$ cat config.mk
export PLATFORM = sky130hd
export DESIGN_NAME = fpsc_cell
export DESIGN_NICKNAME = d
export VERILOG_FILES = /design/src/hdl/fpsc_pkg.sv /design/src/hdl/fpsc_cell.sv
export SDC_FILE = /design/constraint.sdc
export NUM_CORES = 2
export LEC_CHECK = 0
export ABC_CLOCK_PERIOD_IN_PS = 10200
export BUFFER_PORTS_ARGS = -buffer_cell sky130_fd_sc_hd__buf_2
export CORE_ASPECT_RATIO = 0.8
export CORE_MARGIN = 1.5
export CORE_UTILIZATION = 35
export CTS_CLUSTER_DIAMETER = 120
export DETAILED_ROUTE_END_ITERATION = 8
export GPL_TIMING_DRIVEN = 0
export PLACE_DENSITY = 0.48
export SLEW_MARGIN = 10
export SYNTH_ARGS = -nofsm -noshare
export SYNTH_HDL_FRONTEND = slang
export SYNTH_SLANG_ARGS = --single-unit
$ cat constraint.sdc
create_clock -name aclk -period 10.2 [get_ports aclk]
set_input_delay 0.51 -clock aclk [delete_from_list [all_inputs] [get_ports aclk]]
set_output_delay 0.51 -clock aclk [all_outputs]
set_load 0.005 [all_outputs]
$ cat src/hdl/fpsc_pkg.sv
// Shared types, widths and polynomial constants for the fixed-point sine/cosine block.
// No dependencies; every other file in hdl/ refers to this package by scoped names.

package fpsc_pkg;

    // Fraction bits of angle, sine and cosine
    localparam int SHIFT    = 24;
    localparam int TAB_BITS = 30;

    localparam int ANGLE_W = 28;
    localparam int OUT_W   = 26;
    localparam int FOLD_W  = ANGLE_W + 1;
    localparam int X2_W    = 30;
    localparam int ACC_W   = 32;
    localparam int NCELL   = 5;

    typedef logic signed [ANGLE_W-1:0] angle_t;
    typedef logic signed [FOLD_W-1:0]  fold_t;
    typedef logic signed [X2_W-1:0]    x2_t;
    typedef logic signed [ACC_W-1:0]   acc_t;
    typedef logic signed [OUT_W-1:0]   out_t;

    // Data that travels down the cell chain next to the Horner sums
    typedef struct packed {
        x2_t    x2;
        angle_t t;
        logic   folded;
    } carry_t;

    // floor(pi * 2^30)
    localparam longint unsigned PI_AT_30 = 64'h0000_0000_C90F_DAA2;

    localparam fold_t PI_FX      = FOLD_W'(PI_AT_30 >> (TAB_BITS - SHIFT));
    localparam fold_t HPI_FX     = FOLD_W'(PI_AT_30 >> (TAB_BITS + 1 - SHIFT));
    localparam fold_t NEG_PI_FX  = -PI_FX;
    localparam fold_t NEG_HPI_FX = -HPI_FX;

    // Coefficient magnitudes floor(|c| * 2^(s+30))
    localparam logic [31:0] MS1  = 32'd1073741805;
    localparam logic [31:0] MS3  = 32'd715827232;
    localparam logic [31:0] MS5  = 32'd572636926;
    localparam logic [31:0] MS7  = 32'd871022349;
    localparam logic [31:0] MS9  = 32'd731303076;
    localparam logic [31:0] MC0  = 32'd1073741823;
    localparam logic [31:0] MC2  = 32'd1073741813;
    localparam logic [31:0] MC4  = 32'd715827456;
    localparam logic [31:0] MC6  = 32'd763524649;
    localparam logic [31:0] MC8  = 32'd871297840;
    localparam logic [31:0] MC10 = 32'd588059552;

    // Drop the table's extra fraction bits, then apply the sign
    function automatic acc_t coef(input logic [31:0] mag, input logic neg);
        acc_t m;
        m = ACC_W'(mag >> (TAB_BITS - SHIFT));
        return neg ? -m : m;
    endfunction

    localparam acc_t ACC_ZERO = '0;

    localparam acc_t K_S1  = coef(MS1, 1'b0);
    localparam acc_t K_S3  = coef(MS3, 1'b1);
    localparam acc_t K_S5  = coef(MS5, 1'b0);
    localparam acc_t K_S7  = coef(MS7, 1'b1);
    localparam acc_t K_S9  = coef(MS9, 1'b0);
    localparam acc_t K_C0  = coef(MC0, 1'b0);
    localparam acc_t K_C2  = coef(MC2, 1'b1);
    localparam acc_t K_C4  = coef(MC4, 1'b0);
    localparam acc_t K_C6  = coef(MC6, 1'b1);
    localparam acc_t K_C8  = coef(MC8, 1'b0);
    localparam acc_t K_C10 = coef(MC10, 1'b1);

    // Per-cell stage shifts and the coefficient added after each product
    localparam int   SH_S_TAB [NCELL] = '{SHIFT + 6, SHIFT + 6, SHIFT + 4, SHIFT + 2, SHIFT};
    localparam int   SH_C_TAB [NCELL] = '{SHIFT + 6, SHIFT + 6, SHIFT + 5, SHIFT + 3, SHIFT + 1};
    localparam acc_t COEF_S_TAB [NCELL] = '{K_S7, K_S5, K_S3, K_S1, ACC_ZERO};
    localparam acc_t COEF_C_TAB [NCELL] = '{K_C8, K_C6, K_C4, K_C2, K_C0};

endpackage

$ cat src/hdl/fpsc_cell.sv
// One Horner cell: multiply both running sums, shift, add the next coefficients.
// Depends on fpsc_pkg.

module fpsc_cell #(
    parameter int             SH_S          = fpsc_pkg::SHIFT,
    parameter int             SH_C          = fpsc_pkg::SHIFT,
    parameter fpsc_pkg::acc_t COEF_S        = fpsc_pkg::ACC_ZERO,
    parameter fpsc_pkg::acc_t COEF_C        = fpsc_pkg::ACC_ZERO,
    parameter bit             SINE_BY_ANGLE = 1'b0
) (
    input  logic              aclk,
    input  logic              aresetn,
    input  logic              i_valid,
    output logic              o_ready,
    input  fpsc_pkg::carry_t  i_carry,
    input  fpsc_pkg::acc_t    i_sum_s,
    input  fpsc_pkg::acc_t    i_sum_c,
    output logic              o_valid,
    input  logic              i_ready,
    output fpsc_pkg::carry_t  o_carry,
    output fpsc_pkg::acc_t    o_sum_s,
    output fpsc_pkg::acc_t    o_sum_c
);

    localparam int PROD_W = fpsc_pkg::X2_W + fpsc_pkg::ACC_W;

    typedef logic signed [PROD_W-1:0] prod_t;

    logic              mul_vld_reg, mul_vld_next;
    logic              sum_vld_reg, sum_vld_next;
    logic              en_mul, en_sum;
    fpsc_pkg::x2_t     op_s;
    prod_t             prod_s_reg, prod_s_next;
    prod_t             prod_c_reg, prod_c_next;
    fpsc_pkg::carry_t  mul_carry_reg;
    fpsc_pkg::acc_t    sum_s_reg, sum_s_next;
    fpsc_pkg::acc_t    sum_c_reg, sum_c_next;
    fpsc_pkg::carry_t  sum_carry_reg;

    assign en_sum  = !sum_vld_reg || i_ready;
    assign en_mul  = !mul_vld_reg || en_sum;
    assign o_ready = en_mul;

    assign mul_vld_next = en_mul ? i_valid     : mul_vld_reg;
    assign sum_vld_next = en_sum ? mul_vld_reg : sum_vld_reg;

    // The last sine term multiplies by the angle instead of its square
    assign op_s = SINE_BY_ANGLE ? fpsc_pkg::X2_W'(i_carry.t) : i_carry.x2;

    assign prod_s_next = PROD_W'(op_s) * PROD_W'(i_sum_s);
    assign prod_c_next = PROD_W'(i_carry.x2) * PROD_W'(i_sum_c);

    assign sum_s_next = COEF_S + fpsc_pkg::ACC_W'(prod_s_reg >>> SH_S);
    assign sum_c_next = COEF_C + fpsc_pkg::ACC_W'(prod_c_reg >>> SH_C);

    always_ff @(posedge aclk) begin
        if (!aresetn) begin
            mul_vld_reg <= 1'b0;
            sum_vld_reg <= 1'b0;
        end else begin
            mul_vld_reg <= mul_vld_next;
            sum_vld_reg <= sum_vld_next;
        end
    end

    always_ff @(posedge aclk) begin
        if (en_mul) begin
            prod_s_reg    <= prod_s_next;
            prod_c_reg    <= prod_c_next;
            mul_carry_reg <= i_carry;
        end
        if (en_sum) begin
            sum_s_reg     <= sum_s_next;
            sum_c_reg     <= sum_c_next;
            sum_carry_reg <= mul_carry_reg;
        end
    end

    assign o_valid = sum_vld_reg;
    assign o_carry = sum_carry_reg;
    assign o_sum_s = sum_s_reg;
    assign o_sum_c = sum_c_reg;

endmodule

Word level (Yosys, flattened, before mapping) --
Index checks and enable logic that the tools add are counted. W data, S select, Z words.
Storage, ports and cells: register bits after elaboration 296, bits of input ports 127, output and inout port bits 125, word-level logic and storage cells 18
Cells by class: multiply operators 2, reduce and logical (&&, ||, !) cells 4
Operators with widths (number):
- $mul A30 B32 Y56 | 2
- $logic_not A1 Y1 | 2
- $logic_or A1 B1 Y1 | 2

Logic depth before layout (Yosys ltp) --
depth after elaboration 3, depth in mapped cells 29, mapped depth without buffers 27

Least setup slack after synthesis --
Ideal clock, no wire load.
kind in2reg, from input i_carry[32] (netlist bit), to register prod_c_reg[54] (data pin), library setup time 0.258 ns, data arrival time 7.590 ns, required time 9.942 ns, slack 2.353 ns, cell stages on the path 28, cell sequence clkbuf_1 -> clkbuf_1 -> nand2_1 -> inv_1 -> fa_1 -> fa_1 -> inv_1 -> fa_1 -> inv_1 -> fa_1 -> inv_1 -> fa_1 -> inv_1 -> fa_1 -> fa_1 -> inv_1 -> fa_1 -> inv_1 -> ha_1 -> a21oi_1 -> nand2b_1 -> a21oi_1 -> o21ai_1 -> a31oi_1 -> o21ai_0 -> a31o_2 -> a21oi_1 -> xnor2_1
Between the ends: longest elaborated chain between the ends 1
Ends and longest elaborated chain:
- start: declaration | RTL line fpsc_cell.sv:15 | input fpsc_pkg::carry_t i_carry,
- $mul A30 B32 Y56 | RTL line fpsc_cell.sv:51 | assign prod_c_next = PROD_W'(i_carry.x2) * PROD_W'(i_sum_c);
- named net prod_c_next[54] | RTL line fpsc_cell.sv:34 | prod_t prod_c_reg, prod_c_next;
- end signal: assignment | RTL line fpsc_cell.sv:69 | prod_c_reg <= prod_c_next;
- end: declaration | RTL line fpsc_cell.sv:34
The timed path passes the listed nets, and every way through them passes these cells. A chain may end at the register's enable or synchronous reset.

Final worst setup path --
from input i_carry[40] (netlist bit), to register prod_s_reg[45] (data pin)
Between the ends: longest elaborated chain between the ends 1
Ends and longest elaborated chain:
- $mul A30 B32 Y56 | RTL line fpsc_cell.sv:50 | assign prod_s_next = PROD_W'(op_s) * PROD_W'(i_sum_s);
- named net prod_s_next[45] | RTL line fpsc_cell.sv:33 | prod_t prod_s_reg, prod_s_next;
- end signal: assignment | RTL line fpsc_cell.sv:68 | prod_s_reg <= prod_s_next;
- end: declaration | RTL line fpsc_cell.sv:33
The timed path passes the listed nets, and every way through them passes these cells.

==> metrics.txt <==
die extent in y 404.7 um; Vias 50.41k; most frequent cells in the layout inv_1 (1970), fa_1 (1884), nand2_1 (1073); synth top area cells fa_1 (53%), inv_1 (10%), edfxtp_1 (10%), and2_1 (7.1%), ha_1 (5.9%); post-detail-place hpwl 240400 um; Final Hold Vio Count 0; Max-slew headroom 0.007136; initial antenna violation count 57; Site Rows 147; clk sinks 248; worst-case clock buffer depth 3; vias per cell 4.954; clk slew on worst S/H paths 0.06 ns; period utilization 0.9758; RSZ-0062 raised after global routing false; Hold Path Class in -> reg; nets 9785; CP bufs+invs 8; WL per Instance 28.23 um; share of cells above drive strength 1 0.04581; post-layout min period 9.954 ns; CP Data Required Time 10.55 ns; mapped cell area 70600 sq um; number of synthesized flops with an enable pin 246; vias in the first global route 54.59k; total routed wirelength 287200 um; Core ar. 200500 sq um; synthesis-stage register bit count 248; global placement routability congestion 0.9872; GRT overflow 0; startpoint types primary input; worst-skew pair later-pin latency 0.66 ns; sequential element share of the synthesized area 0.1052; maxcap violations 0; Synth cell types 71; worst path arrival time 10.30 ns; DRC 0; first-pass GRT wire length 409100 um; Crit path top cell by count fa_1; Post-Place Setup Slack -0.5809 ns; Crit. End Element flop; CTS tree done; # H-tree levels 2; CP Class in -> reg; Fillers 20.47k; Crit Path Max Fanout 10; largest net degree at the start of global routing 82; Routed Antenna Nets 0; asr flop ratio synth 0; Setup-failing EPs final 0; Top FF cell, synth edfxtp_1; Syn Nets 9531; Slew Viols, Final 0; CTS root buffer clkbuf_16; Mean Syn Cell Area 9.825 sq um; port bufs 205; TritonCTS Buffers 34; GRT Util Overall 0.2873; DRT Pass-1 Iters 5; Worst Skew 0.05993 ns; initial core utilization 0.3522; critical path's largest stage delay 1.11 ns; Setup WS post-layout 0.2464 ns; Setup Buffers After CTS 0; synth warn 0; commonest non-fill, non-tap cell in the layout inv_1; die area 204400 sq um; cell taking the most area after synthesis fa_1; Starting DRT DRC Count 4411; die width 505.1 um; Slew @ Worst Pin 1.489 ns; worst-path cell with the longest stage delay clkbuf_1; fmax 100.5 MHz; top cell type's share of synthesized area 0.5342; status finished, final reports clean; Cells after Synth 7186; Layout area overhead 8.223%; I/O pin total 252; Worst path top cell family by delay adder cells
layer usage:
| metal | vias to the layer above | global-route usage | routed length [um] |
|---|---|---|---|
| met4 | 18 | 0.1202 | 13630 |
| met3 | 470 | 0.07795 | 30280 |
| met1 | 26800 | 0.3957 | 120300 |
| met5 | - | 0 | 144 |
| met2 | 2299 | 0.4261 | 122900 |
| li1 | 20820 | - | - |
final timing paths:
| path | startpoint | slack (ns) | cells after the start | endpoint |
|---|---|---|---|---|
| min | i_carry[38] | 0.07 | 1 | mul_carry_reg[38] |
| min reg2reg | prod_s_reg[41] | 0.37 | 0 | o_sum_s[17] |
| max | i_carry[40] | 0.25 | 27 | prod_s_reg[45] |
| max reg2reg | o_valid | 8.05 | 3 | prod_s_reg[33] |
final cells by class:
type                    instances  area, sq um  area share
diodes                         26        65.06   0.0008515
plain buffers                 395         1553     0.02032
clock buffers                  42        902.1     0.01181
clock inverters                20        170.2    0.002227
inverters                    1971         7406     0.09693
multi-input cells            4572        54300      0.7107
flip-flops and latches        248         7427     0.09721
well taps                    2682         3356     0.04392
repair buffers                218         1229     0.01608
timing repair:
item                                    4_1_cts  5_1_grt
hold endpoints to repair                      7        0
endpoints found under the setup margin        0        8
gates resized for setup                       0        7
hold buffers                                  7        0
worst register-to-register path: cells and delay by family (launching register included):
| kind | cells | cell delay (ns) |
|---|---|---|
| DFF | 1 | 0.32 |
| buffers and inverters | 1 | 0.42 |
| and+or+nand+nor | 2 | 1.06 |
kinds of logic (layout without fill, tap and decap cells):
group / count (synthesis) / in the layout / share of synthesized area
flip-flops: 248 / 248 / 0.1052
AO/OA/AOI/OAI: 203 / 203 / 0.02012
adder cells (fa/ha/maj): 2218 / 2218 / 0.5934
AND/OR/NAND/NOR: 2039 / 2039 / 0.1415
buffers and inverters: 2366 / 2646 / 0.1259
other: 0 / 26 / 0
XOR/XNOR: 112 / 112 / 0.01389
per-stage QoR:
step | instance area (sq um) | hold slack [ns] | std cells | util | TNS, ns
6_report | 76410 | 0.06729 | 10170 | 0.3811 | 0
5_1_grt | 76350 | 0.04149 | 10150 | 0.3809 | 0
4_1_cts | 76320 | 0.02625 | 10150 | 0.3807 | 0
3_5_place_dp | 75180 | 0.4045 | 10080 | 0.3750 | -4.586
3_3_place_gp | 74980 | 0.4002 | 10070 | 0.3740 | -12.20
2_1_floorplan | 70600 | 0.4003 | 7186 | - | 0
cell usage after synthesis, types with 23 or more instances:
cell type / count
inv_1: 1971
nor2_1: 28
and2_1: 801
xnor2_1: 82
xor2_1: 30
o21ai_0: 23
a21oi_1: 62
nor2b_1: 42
edfxtp_1: 246
ha_1: 334
a21o_1: 28
nand2b_1: 27
fa_1: 1884
nand2_1: 1074
clkbuf_1: 392
Power is left out: the tool's default activity adds up to more than one toggle a clock period on the data nets, which glitch-free logic cannot reach.
