[config.mk]
export PLATFORM = sky130hd
export DESIGN_NAME = fpsc_fold
export DESIGN_NICKNAME = d
export VERILOG_FILES = /design/src/hdl/fpsc_pkg.sv /design/src/hdl/fpsc_fold.sv
export SDC_FILE = /design/constraint.sdc
export NUM_CORES = 2
export LEC_CHECK = 0
export ABC_AREA = 1
export ABC_CLOCK_PERIOD_IN_PS = 15300
export BUFFER_PORTS_ARGS = -buffer_cell sky130_fd_sc_hd__buf_4
export CAP_MARGIN = 20
export CORE_UTILIZATION = 54
export CTS_BUF_LIST = sky130_fd_sc_hd__clkbuf_4 sky130_fd_sc_hd__clkbuf_8
export CTS_CLUSTER_DIAMETER = 80
export DETAILED_ROUTE_END_ITERATION = 16
export GPL_ROUTABILITY_DRIVEN = 0
export HOLD_SLACK_MARGIN = 0.03
export PLACE_DENSITY = 0.78
export SETUP_SLACK_MARGIN = 0.5
export SKIP_LAST_GASP = 1
export SYNTH_ARGS = -nofsm -noshare
export SYNTH_HDL_FRONTEND = slang
export SYNTH_SLANG_ARGS = --single-unit
[constraint.sdc]
create_clock -name aclk -period 15.3 [get_ports aclk]
set_clock_uncertainty 0.15 [all_clocks]
set_input_delay 0.765 -clock aclk [delete_from_list [all_inputs] [get_ports aclk]]
set_output_delay 0.765 -clock aclk [all_outputs]
set_load 0.01 [all_outputs]
[src/hdl/fpsc_pkg.sv]
// Shared types, widths and polynomial constants for the fixed-point sine/cosine block.
// No dependencies; every other file in hdl/ refers to this package by scoped names.

package fpsc_pkg;

    // Fraction bits of angle, sine and cosine
    localparam int SHIFT    = 24;
    localparam int TAB_BITS = 30;

    localparam int ANGLE_W = 28;
    localparam int OUT_W   = 26;
    localparam int FOLD_W  = ANGLE_W + 1;
    localparam int X2_W    = 30;
    localparam int ACC_W   = 32;
    localparam int NCELL   = 5;

    typedef logic signed [ANGLE_W-1:0] angle_t;
    typedef logic signed [FOLD_W-1:0]  fold_t;
    typedef logic signed [X2_W-1:0]    x2_t;
    typedef logic signed [ACC_W-1:0]   acc_t;
    typedef logic signed [OUT_W-1:0]   out_t;

    // Data that travels down the cell chain next to the Horner sums
    typedef struct packed {
        x2_t    x2;
        angle_t t;
        logic   folded;
    } carry_t;

    // floor(pi * 2^30)
    localparam longint unsigned PI_AT_30 = 64'h0000_0000_C90F_DAA2;

    localparam fold_t PI_FX      = FOLD_W'(PI_AT_30 >> (TAB_BITS - SHIFT));
    localparam fold_t HPI_FX     = FOLD_W'(PI_AT_30 >> (TAB_BITS + 1 - SHIFT));
    localparam fold_t NEG_PI_FX  = -PI_FX;
    localparam fold_t NEG_HPI_FX = -HPI_FX;

    // Coefficient magnitudes floor(|c| * 2^(s+30))
    localparam logic [31:0] MS1  = 32'd1073741805;
    localparam logic [31:0] MS3  = 32'd715827232;
    localparam logic [31:0] MS5  = 32'd572636926;
    localparam logic [31:0] MS7  = 32'd871022349;
    localparam logic [31:0] MS9  = 32'd731303076;
    localparam logic [31:0] MC0  = 32'd1073741823;
    localparam logic [31:0] MC2  = 32'd1073741813;
    localparam logic [31:0] MC4  = 32'd715827456;
    localparam logic [31:0] MC6  = 32'd763524649;
    localparam logic [31:0] MC8  = 32'd871297840;
    localparam logic [31:0] MC10 = 32'd588059552;

    // Drop the table's extra fraction bits, then apply the sign
    function automatic acc_t coef(input logic [31:0] mag, input logic neg);
        acc_t m;
        m = ACC_W'(mag >> (TAB_BITS - SHIFT));
        return neg ? -m : m;
    endfunction

    localparam acc_t ACC_ZERO = '0;

    localparam acc_t K_S1  = coef(MS1, 1'b0);
    localparam acc_t K_S3  = coef(MS3, 1'b1);
    localparam acc_t K_S5  = coef(MS5, 1'b0);
    localparam acc_t K_S7  = coef(MS7, 1'b1);
    localparam acc_t K_S9  = coef(MS9, 1'b0);
    localparam acc_t K_C0  = coef(MC0, 1'b0);
    localparam acc_t K_C2  = coef(MC2, 1'b1);
    localparam acc_t K_C4  = coef(MC4, 1'b0);
    localparam acc_t K_C6  = coef(MC6, 1'b1);
    localparam acc_t K_C8  = coef(MC8, 1'b0);
    localparam acc_t K_C10 = coef(MC10, 1'b1);

    // Per-cell stage shifts and the coefficient added after each product
    localparam int   SH_S_TAB [NCELL] = '{SHIFT + 6, SHIFT + 6, SHIFT + 4, SHIFT + 2, SHIFT};
    localparam int   SH_C_TAB [NCELL] = '{SHIFT + 6, SHIFT + 6, SHIFT + 5, SHIFT + 3, SHIFT + 1};
    localparam acc_t COEF_S_TAB [NCELL] = '{K_S7, K_S5, K_S3, K_S1, ACC_ZERO};
    localparam acc_t COEF_C_TAB [NCELL] = '{K_C8, K_C6, K_C4, K_C2, K_C0};

endpackage

[src/hdl/fpsc_fold.sv]
// Front end of the sine/cosine pipeline: two fold stages and the squaring stage.
// Depends on fpsc_pkg.

module fpsc_fold (
    input  logic                    aclk,
    input  logic                    aresetn,
    input  logic                    i_valid,
    output logic                    o_ready,
    input  fpsc_pkg::angle_t        i_angle,
    output logic                    o_valid,
    input  logic                    i_ready,
    output fpsc_pkg::carry_t        o_carry
);

    localparam int SQ_W = 2 * fpsc_pkg::ANGLE_W;

    logic                 a_vld_reg, a_vld_next;
    logic                 b_vld_reg, b_vld_next;
    logic                 c_vld_reg, c_vld_next;
    logic                 en_a, en_b, en_c;

    fpsc_pkg::fold_t      t0;
    fpsc_pkg::fold_t      a_t_reg, a_t_next;
    logic                 a_f_reg, a_f_next;
    fpsc_pkg::angle_t     b_t_reg, b_t_next;
    logic                 b_f_reg, b_f_next;
    logic                 b_neg;
    fpsc_pkg::fold_t      b_fold;
    logic signed [SQ_W-1:0] sq;
    fpsc_pkg::carry_t     c_carry_reg, c_carry_next;

    // A stage advances when it is empty or its successor advances
    assign en_c    = !c_vld_reg || i_ready;
    assign en_b    = !b_vld_reg || en_c;
    assign en_a    = !a_vld_reg || en_b;
    assign o_ready = en_a;

    assign a_vld_next = en_a ? i_valid   : a_vld_reg;
    assign b_vld_next = en_b ? a_vld_reg : b_vld_reg;
    assign c_vld_next = en_c ? b_vld_reg : c_vld_reg;

    // Fold about +pi/2
    always_comb begin
        t0       = fpsc_pkg::FOLD_W'(i_angle);
        a_f_next = (t0 > fpsc_pkg::HPI_FX);
        a_t_next = a_f_next ? (fpsc_pkg::PI_FX - t0) : t0;
    end

    // Fold about -pi/2; the result always fits the angle width
    always_comb begin
        b_neg    = (a_t_reg < fpsc_pkg::NEG_HPI_FX);
        b_fold   = b_neg ? (fpsc_pkg::NEG_PI_FX - a_t_reg) : a_t_reg;
        b_t_next = fpsc_pkg::ANGLE_W'(b_fold);
        b_f_next = a_f_reg || b_neg;
    end

    always_comb begin
        sq                  = SQ_W'(b_t_reg) * SQ_W'(b_t_reg);
        c_carry_next.x2     = fpsc_pkg::X2_W'(sq >>> fpsc_pkg::SHIFT);
        c_carry_next.t      = b_t_reg;
        c_carry_next.folded = b_f_reg;
    end

    always_ff @(posedge aclk) begin
        if (!aresetn) begin
            a_vld_reg <= 1'b0;
            b_vld_reg <= 1'b0;
            c_vld_reg <= 1'b0;
        end else begin
            a_vld_reg <= a_vld_next;
            b_vld_reg <= b_vld_next;
            c_vld_reg <= c_vld_next;
        end
    end

    always_ff @(posedge aclk) begin
        if (en_a) begin
            a_t_reg <= a_t_next;
            a_f_reg <= a_f_next;
        end
        if (en_b) begin
            b_t_reg <= b_t_next;
            b_f_reg <= b_f_next;
        end
        if (en_c) begin
            c_carry_reg <= c_carry_next;
        end
    end

    assign o_valid = c_vld_reg;
    assign o_carry = c_carry_reg;

endmodule

Yosys cells after proc, flatten, opt, wreduce, memory -nomap -nowiden. Cells that the tools add are included.

Input port bits: 32. Logic and storage cells: 24. Output and inout bits: 61. Register bits: 121.

Mux-type cells: 2. Multipliers: 1. Reduce and logical (&&, ||, !) cells: 7. $lt $le $gt $ge: 2. Add/sub/neg operators: 2.

Operators with widths (count): $mul 28x28->54 (1); $lt 29x26->1 const B (1); $mux 29 (1); $sub 27x28->29 const A (1); $gt 28x26->1 const B (1); $mux 28 (1); $sub 27x28->28 const A (1); $logic_or 1x1->1 (4); $logic_not 1->1 (3).

Depth between registers and ports, before layout.
Word-level depth: 4. Mapped depth: 33. Gate-level depth less buffers: 31.

Worst setup path before layout. Ideal clock, no wire load.

Path kind: register -> register. Start point: register b_t_reg[1]. End point: register c_carry_reg (netlist bit o_carry[58]) (data pin). Required time: 14897 ps. Cell stages (with the launch flop): 30. Period minus slack after synthesis: 7408 ps. Arrival time: 7005 ps. Path slack: 7892 ps. Path buffers: 2. Library setup time: 253 ps. Cell sequence: edfxtp_1 -> clkbuf_1 -> buf_1 -> nand2_1 -> inv_1 -> fa_1 -> inv_1 -> fa_1 -> inv_1 -> fa_1 -> fa_1 -> inv_1 -> fa_1 -> inv_1 -> fa_1 -> inv_1 -> fa_1 -> inv_1 -> ha_1 -> ha_1 -> nand2_1 -> nor2_1 -> inv_1 -> nor3_1 -> inv_1 -> nor2_1 -> and3_1 -> nand2_1 -> nand3_1 -> nand2_1.

Word-level cells in the longest chain between the ends: 1.

RTL lines: from (decl) (RTL line fpsc_fold.sv:25) `fpsc_pkg::angle_t b_t_reg, b_t_next;`; from (signal assigned) (RTL line fpsc_fold.sv:82) `b_t_reg <= b_t_next;`; $mul 28x28->54 (RTL line fpsc_fold.sv:58) `sq = SQ_W'(b_t_reg) * SQ_W'(b_t_reg);`; net sq[53] (RTL line fpsc_fold.sv:29) `logic signed [SQ_W-1:0] sq;`; to (signal assigned) (RTL line fpsc_fold.sv:86) `c_carry_reg <= c_carry_next;`; to (decl) (RTL line fpsc_fold.sv:30) `fpsc_pkg::carry_t c_carry_reg, c_carry_next;`.

The timed path passes the listed nets, and every way through them passes these cells. A chain may end at the register's enable or synchronous reset.

Worst setup path in the final report.
Start point: register b_t_reg[27]. End point: register c_carry_reg (netlist bit o_carry[54]) (data pin).

Same word-level chain as after synthesis.

==> key figures <==
Run status
  – Outcome: complete, but fails checks
  – Failing checks: DRC

Cells and area
  – Commonest non-fill, non-tap cell in the layout: inv_1
  – Most frequent cells in the layout: inv_1 (1152), nand2_1 (846), fa_1 (741), nor2_1 (205), ha_1 (193)
  – Synthesis-to-finish area growth: 5.70%
  – Nets: 4829
  – N_diodes: 0
  – Max reg flops: 59
  – Layout cell share with drive strength beyond 1: 0.0537

Synthesis
  – Synth cell types: 50
  – Post-synth EDFFs: 118
  – Post-Syn Area: 32300 sq um
  – Syn avg cell area: 8.46 sq um
  – Cells after Synth: 3821
  – Synth Flop Type: edfxtp_1
  – Share of the synthesized area in the top cell type: 0.459
  – Synth warnings: 0
  – Synthesis-stage register bit count: 121
  – Seq/Total Area, Yosys: 0.111
  – Synth area leader: fa_1
  – Largest cells by area after synthesis: fa_1 (46%), inv_1 (13%), edfxtp_1 (11%), nand2_1 (9.8%), ha_1 (7.5%)
  – Post-synth net total: 4787
  – Ys async rst share: 0

Global route
  – GRT overflow: 0
  – Vias in the first global route: 25850
  – Gr usage total: 0.277
  – Largest net degree at the start of global routing: 62
  – Initial antenna violation count: 0
  – Global-route wire length before repair: 131 mm

Setup path
  – Critical path class: register to register
  – Largest delay contributor family on the critical path: adder cells
  – Crit Path Max Fanout: 37
  – Worst Setup Start Kind: register
  – Bufs and invs on worst path: 9
  – Critical Path Sink Type: register
  – Critical Path RT: 15390 ps
  – Crit path top cell by count: inv_1
  – Critical path arrival: 8220 ps
  – CP max stage delay: 890 ps
  – Slowest CP cell: fa_1

STA
  – RSZ-0062 raised after global routing: false
  – Worst slew pin tran: 917 ps
  – Max Freq: 123 MHz
  – Max Slew Vio Count: 0
  – Sum of negative setup slack: 0 ps
  – Slew HR: 0.388
  – Final period util: 0.532
  – Fin. Hold Viols: 0
  – Minimum clock period: 8130 ps
  – Endpoints failing setup: 0

Routing
  – DR pass1 iterations: 14
  – Number of remaining DRC errors: 2
  – Remaining antenna violation count after routing: 0
  – DR iter-0 viols: 1981
  – DR WL/cell: 16.8 microns
  – DR vias: 24150
  – Routed wire length: 78.1 mm
  – Via/cell ratio: 5.19

Clocking
  – Post-CTS resize count: 0
  – Cts hold-fix bufs: 0
  – Num CTS Buffers: 17
  – CTS tree: done
  – Clock slew at reported path FFs: 90 ps
  – Clock root cell: clkbuf_8
  – Clock tree buffer depth: 2
  – H-tree Lvls: 4
  – # Post-CTS Setup Buffers: 0
  – Clock Sinks: 121
  – Worst skew pair latency: 470 ps

Flow run
  – Max-Cap Viols: 0

Floorplan
  – Core Region: 59100 sq um
  – Die ar.: 60900 sq um
  – FP Rows: 89
  – Top-level port count: 93
  – Die Y: 247 microns
  – Chip width: 247 microns
  – Starting Density: 0.547

Hold path
  – HP Class: register to register

Placed design
  – PortBufs: 92
  – DP Wirelength: 64.0 mm
-- path summary, 6_finish.rpt --
kind                            to  depth (start not counted)             startpoint  slack (ps)
max          o_carry[54]$_DFFE_PP_                         25  b_t_reg[27]$_DFFE_PP_        7170
min           o_carry[0]$_DFFE_PP_                          0      b_f_reg$_DFFE_PP_         280
min reg2reg   o_carry[0]$_DFFE_PP_                          0      b_f_reg$_DFFE_PP_         280
max reg2reg  o_carry[54]$_DFFE_PP_                         25  b_t_reg[27]$_DFFE_PP_        7170
-- per-stage QoR --
| step | cell area (sq um) | hold WS [ps] | std cells | util | setup slack (ps) |
|---|---|---|---|---|---|
| 2_1_floorplan | 32300 | 250 | 3821 | - | 7890 |
| 3_3_place_gp | 33800 | 254 | 4616 | 0.571 | 7540 |
| 3_5_place_dp | 33800 | 257 | 4616 | 0.571 | 7330 |
| 4_1_cts | 34100 | 278 | 4648 | 0.577 | 7300 |
| 5_1_grt | 34200 | 300 | 4649 | 0.578 | 6720 |
| 6_report | 34200 | 276 | 4649 | 0.578 | 7170 |
-- logic make-up after synthesis --
group | after synthesis | share of synthesized area
AND/OR/NAND/NOR | 1263 | 0.160
buffers and inverters | 1259 | 0.148
adder cells (fa/ha/maj) | 934 | 0.534
AO/OA/AOI/OAI | 199 | 0.0341
flip-flops | 121 | 0.111
XOR/XNOR | 45 | 0.0122
-- layout make-up --
cell class | count | area, sq um
Clock buffer | 17 | 234
Clock inverter | 15 | 140
Timing Repair Buffer | 124 | 951
Sequential cell | 121 | 3600
Inverter | 1158 | 4350
Fill cell | 5108 | 25000
Tap cell | 773 | 967
Multi-Input combinational cell | 2441 | 23900
-- synth_stat cells (2+ instances only) --
library cell and count:
a31oi_1 4, clkbuf_1 50, nand2_1 847, o21bai_1 14, ha_1 193, buf_2 7, fa_1 741, nand2_2 31
inv_2 5, nor3_1 27, o21ai_0 67, o211ai_1 2, buf_12 2, nand2_4 2, o21ai_1 6, a21o_1 6
xor2_1 31, xnor2_1 14, buf_8 2, nor4_1 5, a21oi_1 88, nor2_2 2, nand3_2 2, buf_1 38
nand3b_1 7, o21a_1 5, nand3_1 92, dfxtp_1 3, edfxtp_1 118, and2_1 2, or2_2 4, inv_1 1152
nor2_1 205, nand4_1 31
-- worst reg2reg max path, stage by stage (launching register included) --
cell      delay, ps
edfxtp_1        330
buf_4           390
nand2_1         170
inv_1           190
fa_1            500
inv_1           190
fa_1            490
inv_1           200
fa_1            510
fa_1            900
inv_1           350
fa_1            570
inv_1            60
fa_1            530
inv_1            50
fa_1            470
inv_1            40
ha_1            270
ha_1            440
nand2_1         120
nor2_1          140
inv_1            90
nor3_1          300
nand4_1         230
nand4_1         130
nand2_1          60
-- layer usage --
| metal | share of wire | vias to the layer above | track usage | routed length, microns |
|---|---|---|---|---|
| met3 | 0.079 | 162 | 0.0445 | 6170 |
| met4 | 0.041 | 0 | 0.103 | 3190 |
| met2 | 0.48 | 961 | 0.460 | 37500 |
| met5 | 0 | - | 0 | 0 |
| met1 | 0.40 | 11937 | 0.367 | 31300 |
| li1 | - | 11090 | - | - |
Power is not shown: default switching activity piles up to over one toggle a cycle in this logic, so the estimate is an artifact.
